<file path="src/rtl/lpfd_pkg.sv">
// ============================================================================
// Length-prefixed frame decoder package
// Shared constants, status codes and the result record of the decoder.
// ============================================================================
`default_nettype none

package lpfd_pkg;

    // Number of little-endian bytes in a frame length header (1 to 4).
    localparam int unsigned HEADER_BYTES = 4;
    localparam int unsigned HDR_CNT_W    = 3;
    localparam int unsigned LEN_W        = 32;
    localparam int unsigned BYTE_W       = 8;

    localparam logic [HDR_CNT_W-1:0] HDR_LAST_CNT = HDR_CNT_W'(HEADER_BYTES);
    localparam logic [LEN_W-1:0]     MAX_LEN_RESET = LEN_W'(1048576);

    typedef enum logic [1:0] {
        ST_PAYLOAD   = 2'd0,
        ST_EMPTY     = 2'd1,
        ST_TOO_LARGE = 2'd2,
        ST_TRUNCATED = 2'd3
    } t_status;

    typedef enum logic {
        ACT_DATA = 1'b0,
        ACT_EOS  = 1'b1
    } t_action;

    typedef struct packed {
        t_status             status;
        logic [BYTE_W-1:0]   payload_byte;
        logic                last;
    } t_result;

endpackage

`default_nettype wire

</file>
<file path="src/rtl/length_prefixed_frame_decoder.sv">
// ============================================================================
// Length-prefixed frame decoder
// Strips 32-bit little-endian length headers from a byte stream and passes
// the payload bytes through, reporting bad lengths and truncated frames.
// ============================================================================
// An accepted byte is held in the input register, then the frame state and
// the result register are updated together. Throughput: one byte per cycle
// unless the receiver stalls; the frame state is a per-byte update.
// Reset: synchronous, active low; clears the frame state and the valid flags
// of both registers and loads the maximum payload length with 1048576.
`default_nettype none

module length_prefixed_frame_decoder (
    input  wire logic                          i_clk,
    input  wire logic                          i_rst_n,
    input  wire logic                          i_valid,
    output logic                               o_stall,
    input  wire logic                          i_action,
    input  wire logic [lpfd_pkg::BYTE_W-1:0]   i_data_byte,
    output logic                               o_valid,
    input  wire logic                          i_stall,
    output logic [1:0]                         o_status,
    output logic [lpfd_pkg::BYTE_W-1:0]        o_payload_byte,
    output logic                               o_last,
    input  wire logic                          i_cfg_valid,
    output logic                               o_cfg_ready,
    input  wire logic [lpfd_pkg::LEN_W-1:0]    i_cfg_data
);

    logic                              r_in_valid;
    logic                              r_action;
    logic [lpfd_pkg::BYTE_W-1:0]       r_data_byte;
    logic [lpfd_pkg::LEN_W-1:0]        r_max_len;

    logic                              advance;
    logic                              step;
    logic                              res_valid;
    lpfd_pkg::t_result                 res;
    lpfd_pkg::t_result                 out_res;

    assign o_cfg_ready = 1'b1;
    assign step        = r_in_valid && advance;
    assign o_stall     = r_in_valid && !advance;

    always_ff @(posedge i_clk) begin
        if (!i_rst_n) begin
            r_max_len <= lpfd_pkg::MAX_LEN_RESET;
        end else if (i_cfg_valid && o_cfg_ready) begin
            r_max_len <= i_cfg_data;
        end
    end

    always_ff @(posedge i_clk) begin
        if (!i_rst_n) begin
            r_in_valid <= 1'b0;
        end else if (!o_stall) begin
            r_in_valid <= i_valid;
        end
    end

    always_ff @(posedge i_clk) begin
        if (i_valid && !o_stall) begin
            r_action    <= i_action;
            r_data_byte <= i_data_byte;
        end
    end

    lpfd_frame_fsm u_frame (
        .i_clk       (i_clk),
        .i_rst_n     (i_rst_n),
        .i_step      (step),
        .i_action    (r_action),
        .i_data_byte (r_data_byte),
        .i_max_len   (r_max_len),
        .o_res       (res),
        .o_res_valid (res_valid)
    );

    lpfd_out_reg u_out (
        .i_clk     (i_clk),
        .i_rst_n   (i_rst_n),
        .i_stall   (i_stall),
        .i_load    (r_in_valid),
        .i_valid   (res_valid),
        .i_res     (res),
        .o_advance (advance),
        .o_valid   (o_valid),
        .o_res     (out_res)
    );

    assign o_status       = out_res.status;
    assign o_payload_byte = out_res.payload_byte;
    assign o_last         = out_res.last;

endmodule

`default_nettype wire

</file>
<file path="src/rtl/lpfd_frame_fsm.sv">
// ============================================================================
// Frame tracker
// Collects the length header, checks it, and counts payload bytes down.
// ============================================================================
`default_nettype none

module lpfd_frame_fsm (
    input  wire logic                          i_clk,
    input  wire logic                          i_rst_n,
    input  wire logic                          i_step,
    input  wire logic                          i_action,
    input  wire logic [lpfd_pkg::BYTE_W-1:0]   i_data_byte,
    input  wire logic [lpfd_pkg::LEN_W-1:0]    i_max_len,
    output lpfd_pkg::t_result                  o_res,
    output logic                               o_res_valid
);

    logic                              r_in_payload, n_in_payload;
    logic [lpfd_pkg::HDR_CNT_W-1:0]    r_hdr_cnt,    n_hdr_cnt;
    logic [lpfd_pkg::LEN_W-1:0]        r_len_accum,  n_len_accum;
    logic [lpfd_pkg::LEN_W-1:0]        r_remaining,  n_remaining;

    logic [lpfd_pkg::LEN_W-1:0]        hdr_len;
    logic [lpfd_pkg::HDR_CNT_W-1:0]    hdr_cnt_inc;
    logic                              is_last;

    always_comb begin
        hdr_cnt_inc = r_hdr_cnt + lpfd_pkg::HDR_CNT_W'(1);
        hdr_len     = r_len_accum |
                      (lpfd_pkg::LEN_W'(i_data_byte) << {r_hdr_cnt[1:0], 3'b000});
        is_last     = (r_remaining <= lpfd_pkg::LEN_W'(1));
    end

    always_comb begin
        n_in_payload = r_in_payload;
        n_hdr_cnt    = r_hdr_cnt;
        n_len_accum  = r_len_accum;
        n_remaining  = r_remaining;
        o_res_valid  = 1'b0;
        o_res.status       = lpfd_pkg::ST_PAYLOAD;
        o_res.payload_byte = '0;
        o_res.last         = 1'b0;

        if (i_action == lpfd_pkg::ACT_EOS) begin
            o_res_valid  = r_in_payload || (r_hdr_cnt != '0);
            o_res.status = lpfd_pkg::ST_TRUNCATED;
            n_in_payload = 1'b0;
            n_hdr_cnt    = '0;
            n_len_accum  = '0;
            n_remaining  = '0;
        end else if (r_in_payload) begin
            o_res_valid        = 1'b1;
            o_res.payload_byte = i_data_byte;
            o_res.last         = is_last;
            if (is_last) begin
                n_in_payload = 1'b0;
                n_remaining  = '0;
            end else begin
                n_remaining = r_remaining - lpfd_pkg::LEN_W'(1);
            end
        end else if (hdr_cnt_inc == lpfd_pkg::HDR_LAST_CNT) begin
            // Header complete: either reject it or open the payload.
            n_hdr_cnt   = '0;
            n_len_accum = '0;
            if (hdr_len == '0) begin
                o_res_valid  = 1'b1;
                o_res.status = lpfd_pkg::ST_EMPTY;
            end else if (hdr_len > i_max_len) begin
                o_res_valid  = 1'b1;
                o_res.status = lpfd_pkg::ST_TOO_LARGE;
            end else begin
                n_in_payload = 1'b1;
                n_remaining  = hdr_len;
            end
        end else begin
            n_hdr_cnt   = hdr_cnt_inc;
            n_len_accum = hdr_len;
        end
    end

    always_ff @(posedge i_clk) begin
        if (!i_rst_n) begin
            r_in_payload <= 1'b0;
            r_hdr_cnt    <= '0;
            r_len_accum  <= '0;
            r_remaining  <= '0;
        end else if (i_step) begin
            r_in_payload <= n_in_payload;
            r_hdr_cnt    <= n_hdr_cnt;
            r_len_accum  <= n_len_accum;
            r_remaining  <= n_remaining;
        end
    end

    // A payload in progress always has at least one byte left to come.
    a_payload_nonzero: assert property (@(posedge i_clk) disable iff (!i_rst_n)
        r_in_payload |-> (r_remaining != '0))
        else $error("payload active with zero remaining bytes");

    // Header collection and payload counting never overlap.
    a_no_overlap: assert property (@(posedge i_clk) disable iff (!i_rst_n)
        r_in_payload |-> (r_hdr_cnt == '0))
        else $error("header count nonzero inside payload");

    // The final payload byte returns the tracker to header collection.
    a_last_closes: assert property (@(posedge i_clk) disable iff (!i_rst_n)
        (i_step && o_res_valid && o_res.last) |=> !r_in_payload)
        else $error("frame still open after last byte");

endmodule

`default_nettype wire

</file>
<file path="src/rtl/lpfd_out_reg.sv">
// ============================================================================
// Result register
// Holds one decoded result until the downstream side takes it.
// ============================================================================
`default_nettype none

module lpfd_out_reg (
    input  wire logic               i_clk,
    input  wire logic               i_rst_n,
    input  wire logic               i_stall,
    input  wire logic               i_load,
    input  wire logic               i_valid,
    input  wire lpfd_pkg::t_result  i_res,
    output logic                    o_advance,
    output logic                    o_valid,
    output lpfd_pkg::t_result       o_res
);

    logic              r_valid;
    lpfd_pkg::t_result r_res;

    // The register can take a new value when it is empty or being drained.
    assign o_advance = !r_valid || !i_stall;
    assign o_valid   = r_valid;
    assign o_res     = r_res;

    always_ff @(posedge i_clk) begin
        if (!i_rst_n) begin
            r_valid <= 1'b0;
        end else if (o_advance) begin
            r_valid <= i_load && i_valid;
        end
    end

    always_ff @(posedge i_clk) begin
        if (o_advance && i_load && i_valid) begin
            r_res <= i_res;
        end
    end

endmodule

`default_nettype wire

</file>
<file path="config.mk">
export PLATFORM = sky130hd
export DESIGN_NAME = length_prefixed_frame_decoder
export DESIGN_NICKNAME = d
export VERILOG_FILES = /design/src/rtl/lpfd_pkg.sv /design/src/rtl/length_prefixed_frame_decoder.sv /design/src/rtl/lpfd_frame_fsm.sv /design/src/rtl/lpfd_out_reg.sv
export SDC_FILE = /design/constraint.sdc
export NUM_CORES = 1
export LEC_CHECK = 0
export BUFFER_PORTS_ARGS = -buffer_cell sky130_fd_sc_hd__buf_2
export CAP_MARGIN = 20
export CORE_UTILIZATION = 60
export DETAILED_ROUTE_END_ITERATION = 16
export GPL_ROUTABILITY_DRIVEN = 0
export PLACE_DENSITY_LB_ADDON = 0.15
export SKIP_CTS_REPAIR_TIMING = 1
export SLEW_MARGIN = 40
export SYNTH_ARGS = -nofsm -noshare
export SYNTH_HDL_FRONTEND = slang
export SYNTH_SLANG_ARGS = --single-unit
</file>
<file path="constraint.sdc">
create_clock -name i_clk -period 4.4 [get_ports i_clk]
set_clock_uncertainty 0.15 [all_clocks]
set_input_delay 0.22 -clock i_clk [delete_from_list [all_inputs] [get_ports i_clk]]
set_output_delay 0.22 -clock i_clk [all_outputs]
set_load 0.005 [all_outputs]
</file>
# Yosys cells after proc, flatten, opt, wreduce, memory -nomap -nowiden
# Index checks and enable logic that the tools add are counted.
[totals]
output_inout_bits = 14
mem_bits_ro = 0
latch_bits = 0
register_bits = 122
mem_bits_rw = 0
input_bits = 46
n_memories = 0
word_cells = 67
[classes]
addsub = 2
div_mod_pow = 0
muxes = 27
mul = 0
n_lt_le_gt_ge = 2
n_eq_ne = 4
shift = 1
bitwise_logic = 2
reduce_logical = 17
[op_table]
columns = ["operator", "count"]
rows = [
  ["two-way mux 32 bit", 9],
  ["> comparator 32 bit", 1],
  ["<= comparator 32 x 1 -> 1 bit (second input constant)", 1],
  ["logical NOT 32 bit", 1],
  ["OR 32 bit", 1],
  ["<< shifter 8 x 5 -> 32 bit", 1],
  ["subtractor 32 x 1 -> 32 bit (second input constant)", 1],
  ["two-way mux 1 bit", 11],
  ["two-way mux 3 bit", 3],
  ["two-way mux 2 bit", 4],
  ["inequality test 3 x 2 -> 1 bit (second input constant)", 2],
  ["nonzero test 3 bit", 2],
  ["logical AND 1 bit", 5],
  ["logical NOT 1 bit", 4],
  ["AND reduction 4 bit", 1],
  ["adder 3 x 1 -> 3 bit (second input constant)", 1],
  ["equality test 3 bit (second input constant)", 1],
  ["logical OR 1 bit", 2],
  ["inequality test 2 bit (second input constant)", 1],
  ["AND reduction 2 bit", 1],
  ["OR reduction 2 bit", 1],
  ["NOT 1 bit", 1],
]

# Depth between registers and ports, before layout
[depth]
ltp_word = 9
depth_mapped = 13
ltp_nobuf = 12

# Cells and area by module
# From an unflattened synthesis, not the netlist that was laid out.
[unflattened]
hier_cells = 781
hier_area_um2 = 6901.6
[by_module_without_submodules]
columns = ["mod", "cells_each", "seq_area_each_um2", "instances", "area_each_um2"]
rows = [
  ["lpfd_frame_fsm", 646, 1361.3, 1, 4956.0],
  ["length_prefixed_frame_decoder", 119, 930.9, 1, 1569.0],
  ["lpfd_out_reg", 16, 350.3, 1, 376.6],
]

# Worst setup path after synthesis
# Ideal clock, no wire load.
[synth_timing]
path_kind = "reg-to-reg"
from = "register u_frame.r_hdr_cnt[0] (netlist name)"
to = "register u_out.r_res (netlist bit u_out.o_res[0]) (enable)"
n_path_buf = 1
t_arrival_ns = 3.268
setup_slack_ns = 0.596
required_ns = 3.864
period_less_slack_ns = 3.804
setup_ns = 0.386
path_stages_with_launch = 13
cell_sequence = "dfxtp_1 clkbuf_1 nor2_1 a21oi_1 inv_1 ha_1 nor2b_1 o211ai_1 a2111oi_0 o31ai_1 and2_1 a211o_1 a31oi_1"
[synth_via]
elab_chain_len = 9
word_cells_on_any_way = 14
classes_between = "add/sub: 1; order compare: 1; eq/ne: 1; shift: 1; mux: 5; bitwise: 1; reduce/logical: 4"
[synth_rtl]
columns = ["element", "line_no", "rtl"]
rows = [
  ["start, declared", "lpfd_frame_fsm.sv:19", "logic [lpfd_pkg::HDR_CNT_W-1:0] r_hdr_cnt, n_hdr_cnt;"],
  ["start signal, assigned", "lpfd_frame_fsm.sv:89", "r_hdr_cnt <= n_hdr_cnt;"],
  ["<< shifter 8 x 5 -> 32 bit", "lpfd_frame_fsm.sv:30", "(lpfd_pkg::LEN_W'(i_data_byte) << {r_hdr_cnt[1:0], 3'b000});"],
  ["OR 32 bit", "lpfd_frame_fsm.sv:29", "hdr_len = r_len_accum |"],
  ["> comparator 32 bit", "lpfd_frame_fsm.sv:68", "end else if (hdr_len > i_max_len) begin"],
  ["two-way mux 1 bit", "lpfd_frame_fsm.sv:68", ""],
  ["two-way mux 1 bit", "lpfd_frame_fsm.sv:65", "if (hdr_len == '0) begin"],
  ["two-way mux 1 bit", "lpfd_frame_fsm.sv:61", "end else if (hdr_cnt_inc == lpfd_pkg::HDR_LAST_CNT) begin"],
  ["two-way mux 1 bit", "lpfd_frame_fsm.sv:51", "end else if (r_in_payload) begin"],
  ["two-way mux 1 bit (*)", "lpfd_frame_fsm.sv:44", "if (i_action == lpfd_pkg::ACT_EOS) begin"],
  ["logical AND 1 bit (*)", "lpfd_out_reg.sv:36", "if (o_advance && i_load && i_valid) begin"],
  ["end signal, assigned", "lpfd_out_reg.sv:37", "r_res <= i_res;"],
  ["end, declared", "lpfd_out_reg.sv:20", "lpfd_pkg::t_result r_res;"],
]
# Mark *: on every way between the ends. The rest lies on a longest branch, timed or not.
# A chain may end at the register's enable or synchronous reset.

# Worst setup path after layout
[layout_timing]
from = "register u_frame.r_hdr_cnt[0] (netlist name)"
to = "register u_frame.r_remaining[0] (netlist name)"
[layout_via]
elab_chain_len = 7
word_cells_on_any_way = 15
classes_between = "add/sub: 1; order compare: 1; eq/ne: 3; shift: 1; mux: 5; bitwise: 1; reduce/logical: 3"
[layout_rtl]
columns = ["element", "line_no", "rtl"]
rows = [
  ["parallel branches: the longest is 7 deep, another holds > comparator 32 bit", "n/a", ""],
  ["end signal, assigned", "lpfd_frame_fsm.sv:91", "r_remaining <= n_remaining;"],
  ["end, declared", "lpfd_frame_fsm.sv:21", "logic [lpfd_pkg::LEN_W-1:0] r_remaining, n_remaining;"],
]
# Several ways; the timed one is not identified. The select of a mux whose other input is x is not followed.

==> run_results.csv <==
group,metric,value,unit
sta,slew_headroom,45.1,%
yosys,synth_edf_count,20,
placed_design,dpl_cell_area,7180,sq um
power,internal_power,2.30,mW
cts,cts_tree,"yes",
detailed_routing,vias_per_cell,6.37,
min_path,min_from,"i_stall",
yosys,syn_inst,819,
final_layout,nNetsFinal,978,
die,core,11000,sq um
sta,finalMaxSlewViolations,0,
critical_path,ff2ff_setup_slack,0.20,ns
sta,post-route-period-util,95.5,%
cts,clockBufferDepth,2,
yosys,ys_types,63,
final_layout,drive_gt1_share,12.2,%
placed_design,io_buffers,58,
critical_path,cp-startpoint,"u_frame.r_hdr_cnt[0]",
detailed_routing,drt_iter0_markers,784,
power,sw_frac_of_total,26.0,%
grt,grt_util_all_layers,34.4,%
detailed_routing,drc,0,
final_layout,syn2layout_area_growth,19.6,%
final_layout,layout_common_cells,"dfxtp_1 (102), nor2_1 (89), a21oi_1 (70), inv_1 (59), buf_2 (57)",
grt,grt_pass1_vias,6249,
final_layout,final_area,8230,sq um
die,fp.dieW,109,um
sta,fin_tns_setup,0,ns
grt,grt_pass1_wl,31000,um
yosys,netlist_area,6880,sq um
final_layout,final_util,74.9,%
sta,setup_viol,0,
detailed_routing,wl,20200,um
cts,clk_latency,0.42,ns
min_path,whs_endpoint,"u_out.o_valid",
die,rows,38,
final_layout,num-fill-cells,788,
power,p_comb_share,14.3,%
critical_path,r2r_start,"u_frame.r_hdr_cnt[0]",
yosys,ys.flop_type,"dfxtp_1",
yosys,synthArstFlopShare,0,%
cts,h-tree-depth,4,
critical_path,r2r-end,"u_frame.r_remaining[0]",
power,p_sw,0.805,mW
die,start_util,62.6,%
sta,timing.hold.ws,0.0441,ns
yosys,ys_warn_count,0,
final_layout,fin_cells,1047,
critical_path,reg2reg_depth,12,
detailed_routing,via_count,6673,
sta,fmax,238,MHz
sta,hold_violations,0,
grt,grt_max_degree,70,
die,die_area,11900,sq um
final_layout,antennaDiodeCount,0,
detailed_routing,ant_nets,0,
grt,grt_antenna_before_repair,0,
critical_path,worst-path-max-fanout,32,
yosys,avgSynthCellArea,8.40,sq um
power,vdd.ir_drop.worst,0.000352,V
detailed_routing,first_pass_iters,5,
sta,tightest_slew,0.823,ns
power,total_leakage_power,3.59,nW
cts,clk_pin_slew,0.06,ns
yosys,syn-num-nets,902,
yosys,ys_seq_area_share,38.4,%
flow_run,cap_violations,0,
min_path,hold_depth,3,
power,p_per_area,377,nW/um^2
power,seq_power_share,39.5,%
cts,clkSinkCount,122,
critical_path,start_kind,"flip-flop",
grt,gr-total-overflow,0,
critical_path,cp-end-kind,"flip-flop",
placed_design,dp.cells,974,
die,io_pins,60,
die,die_h,109,um
critical_path,required,4.58,ns
final_layout,final_common_cell,"dfxtp_1",
min_path,hold_class,"input port to flip-flop",
cts,cts_buffers,17,
status,status,"finished clean",
detailed_routing,wire_per_inst,19.3,um
cts,clock-root-buffer,"clkbuf_16",
placed_design,dp_hpwl,13200,um
critical_path,path_class,"flip-flop to flip-flop",
sta,min_period,4.20,ns
power,pwr-share-clk,46.2,%
yosys,ys_seq_elements,122,
critical_path,crit_arrival,4.38,ns
-- power groups by stage --
stage	combinational, mW	clock (mW)	sequential, mW
after floorplan	0.299	0	1.22
after detailed placement	0.391	0	1.24
after global routing	0.482	1.49	1.22
final	0.443	1.43	1.22
after CTS	0.400	1.44	1.22
after global placement	0.377	0	1.24
-- per-stage QoR --
stage / power, mW / setup WS (ns)
after floorplan: 1.52 / 0.596
after global placement: 1.62 / 0.342
after detailed placement: 1.63 / 0.179
after CTS: 3.06 / 0.114
after global routing: 3.20 / -0.0384
final: 3.10 / 0.199
-- flip-flops by register name, indices dropped and copies added, names as in the netlist --
name / cells
u_out.o_valid: 1
u_frame.r_remaining: 32
u_frame.r_len_accum: 32
u_out.o_res: 11
u_frame.r_in_payload: 1
r_in_valid: 1
u_frame.r_hdr_cnt: 3
r_data_byte: 8
r_max_len: 32
r_action: 1
-- critical path: stages (launching register included) --
cell and delay [ns]:
dfxtp_1 0.62, nor2_1 0.26, a21oi_1 0.48, inv_1 0.09, ha_1 0.31, nand4_1 0.16
nor4_2 0.47, nor3b_1 0.26, o21bai_1 0.28, a22o_1 0.22, buf_4 0.33, nand2_2 0.18
a211oi_2 0.27
-- worst max-delay path by stage --
stage                                   end
floorplan                    u_out.o_res[0]
global placement    u_frame.r_remaining[22]
detailed placement  u_frame.r_remaining[22]
CTS                  u_frame.r_remaining[0]
global route        u_frame.r_remaining[25]
finish               u_frame.r_remaining[0]
-- cell type report --
type / count / area, sq um / share of cell area, %
timing repair buffer: 107 / 766 / 9.31
tap: 140 / 175 / 2.13
inverter: 60 / 225 / 2.74
multi-input combinational: 587 / 3810 / 46.4
sequential: 122 / 2640 / 32.1
clock buffer: 24 / 492 / 5.98
clock inverter: 7 / 114 / 1.38
-- layer usage --
layer | vias up | GRT usage [%] | share of wire [%]
li1 | 3089 | - | -
met1 | 3159 | 41.4 | 39
met2 | 355 | 56.5 | 49
met3 | 70 | 8.07 | 8.1
met4 | 0 | 18.8 | 4.3
met5 | - | 0 | 0
-- cell usage after synthesis (all sizes together), types with 2 or more instances --
library cell / count / area (sq um)
a211oi: 3 / 32.5
and3: 13 / 81.3
and4: 3 / 26.3
a21oi: 70 / 350
o22ai: 12 / 75.1
a31oi: 4 / 31.3
ha: 37 / 463
o21a: 15 / 113
and2: 26 / 163
nor3: 32 / 160
xor2: 2 / 17.5
clkbuf: 35 / 131
a2bb2oi: 2 / 17.5
o21ai: 30 / 161
dfxtp: 102 / 2040
xnor2: 12 / 105
or4: 5 / 37.5
nand3: 16 / 80.1
nand4: 10 / 62.6
a311oi: 10 / 87.6
nand2: 51 / 194
o31ai: 7 / 52.6
a22oi: 15 / 113
buf: 15 / 88.8
edfxtp: 20 / 601
nor3b: 4 / 30.0
a22o: 2 / 17.5
nor4: 23 / 184
nor2b: 5 / 31.3
o32ai: 2 / 17.5
inv: 59 / 221
o31a: 14 / 123
nor2: 91 / 342
mux2i: 33 / 330
a31o: 2 / 17.5
o211ai: 3 / 22.5
nand2b: 4 / 25.0
a2111oi: 2 / 17.5
a21o: 15 / 113
-- kinds of logic after synthesis --
group | after synthesis | share of synthesized area, %
and+or+nand+nor | 285 | 20.8
AOI/OAI and AO/OA | 217 | 21.0
DFF | 122 | 38.4
buffers and inverters | 110 | 6.47
adders and majority gates | 37 | 6.73
muxes | 33 | 4.80
xor gates and xnor gates | 14 | 1.78
other | 1 | 0.0545
No activity file was read; power rests on OpenSTA's default activity.
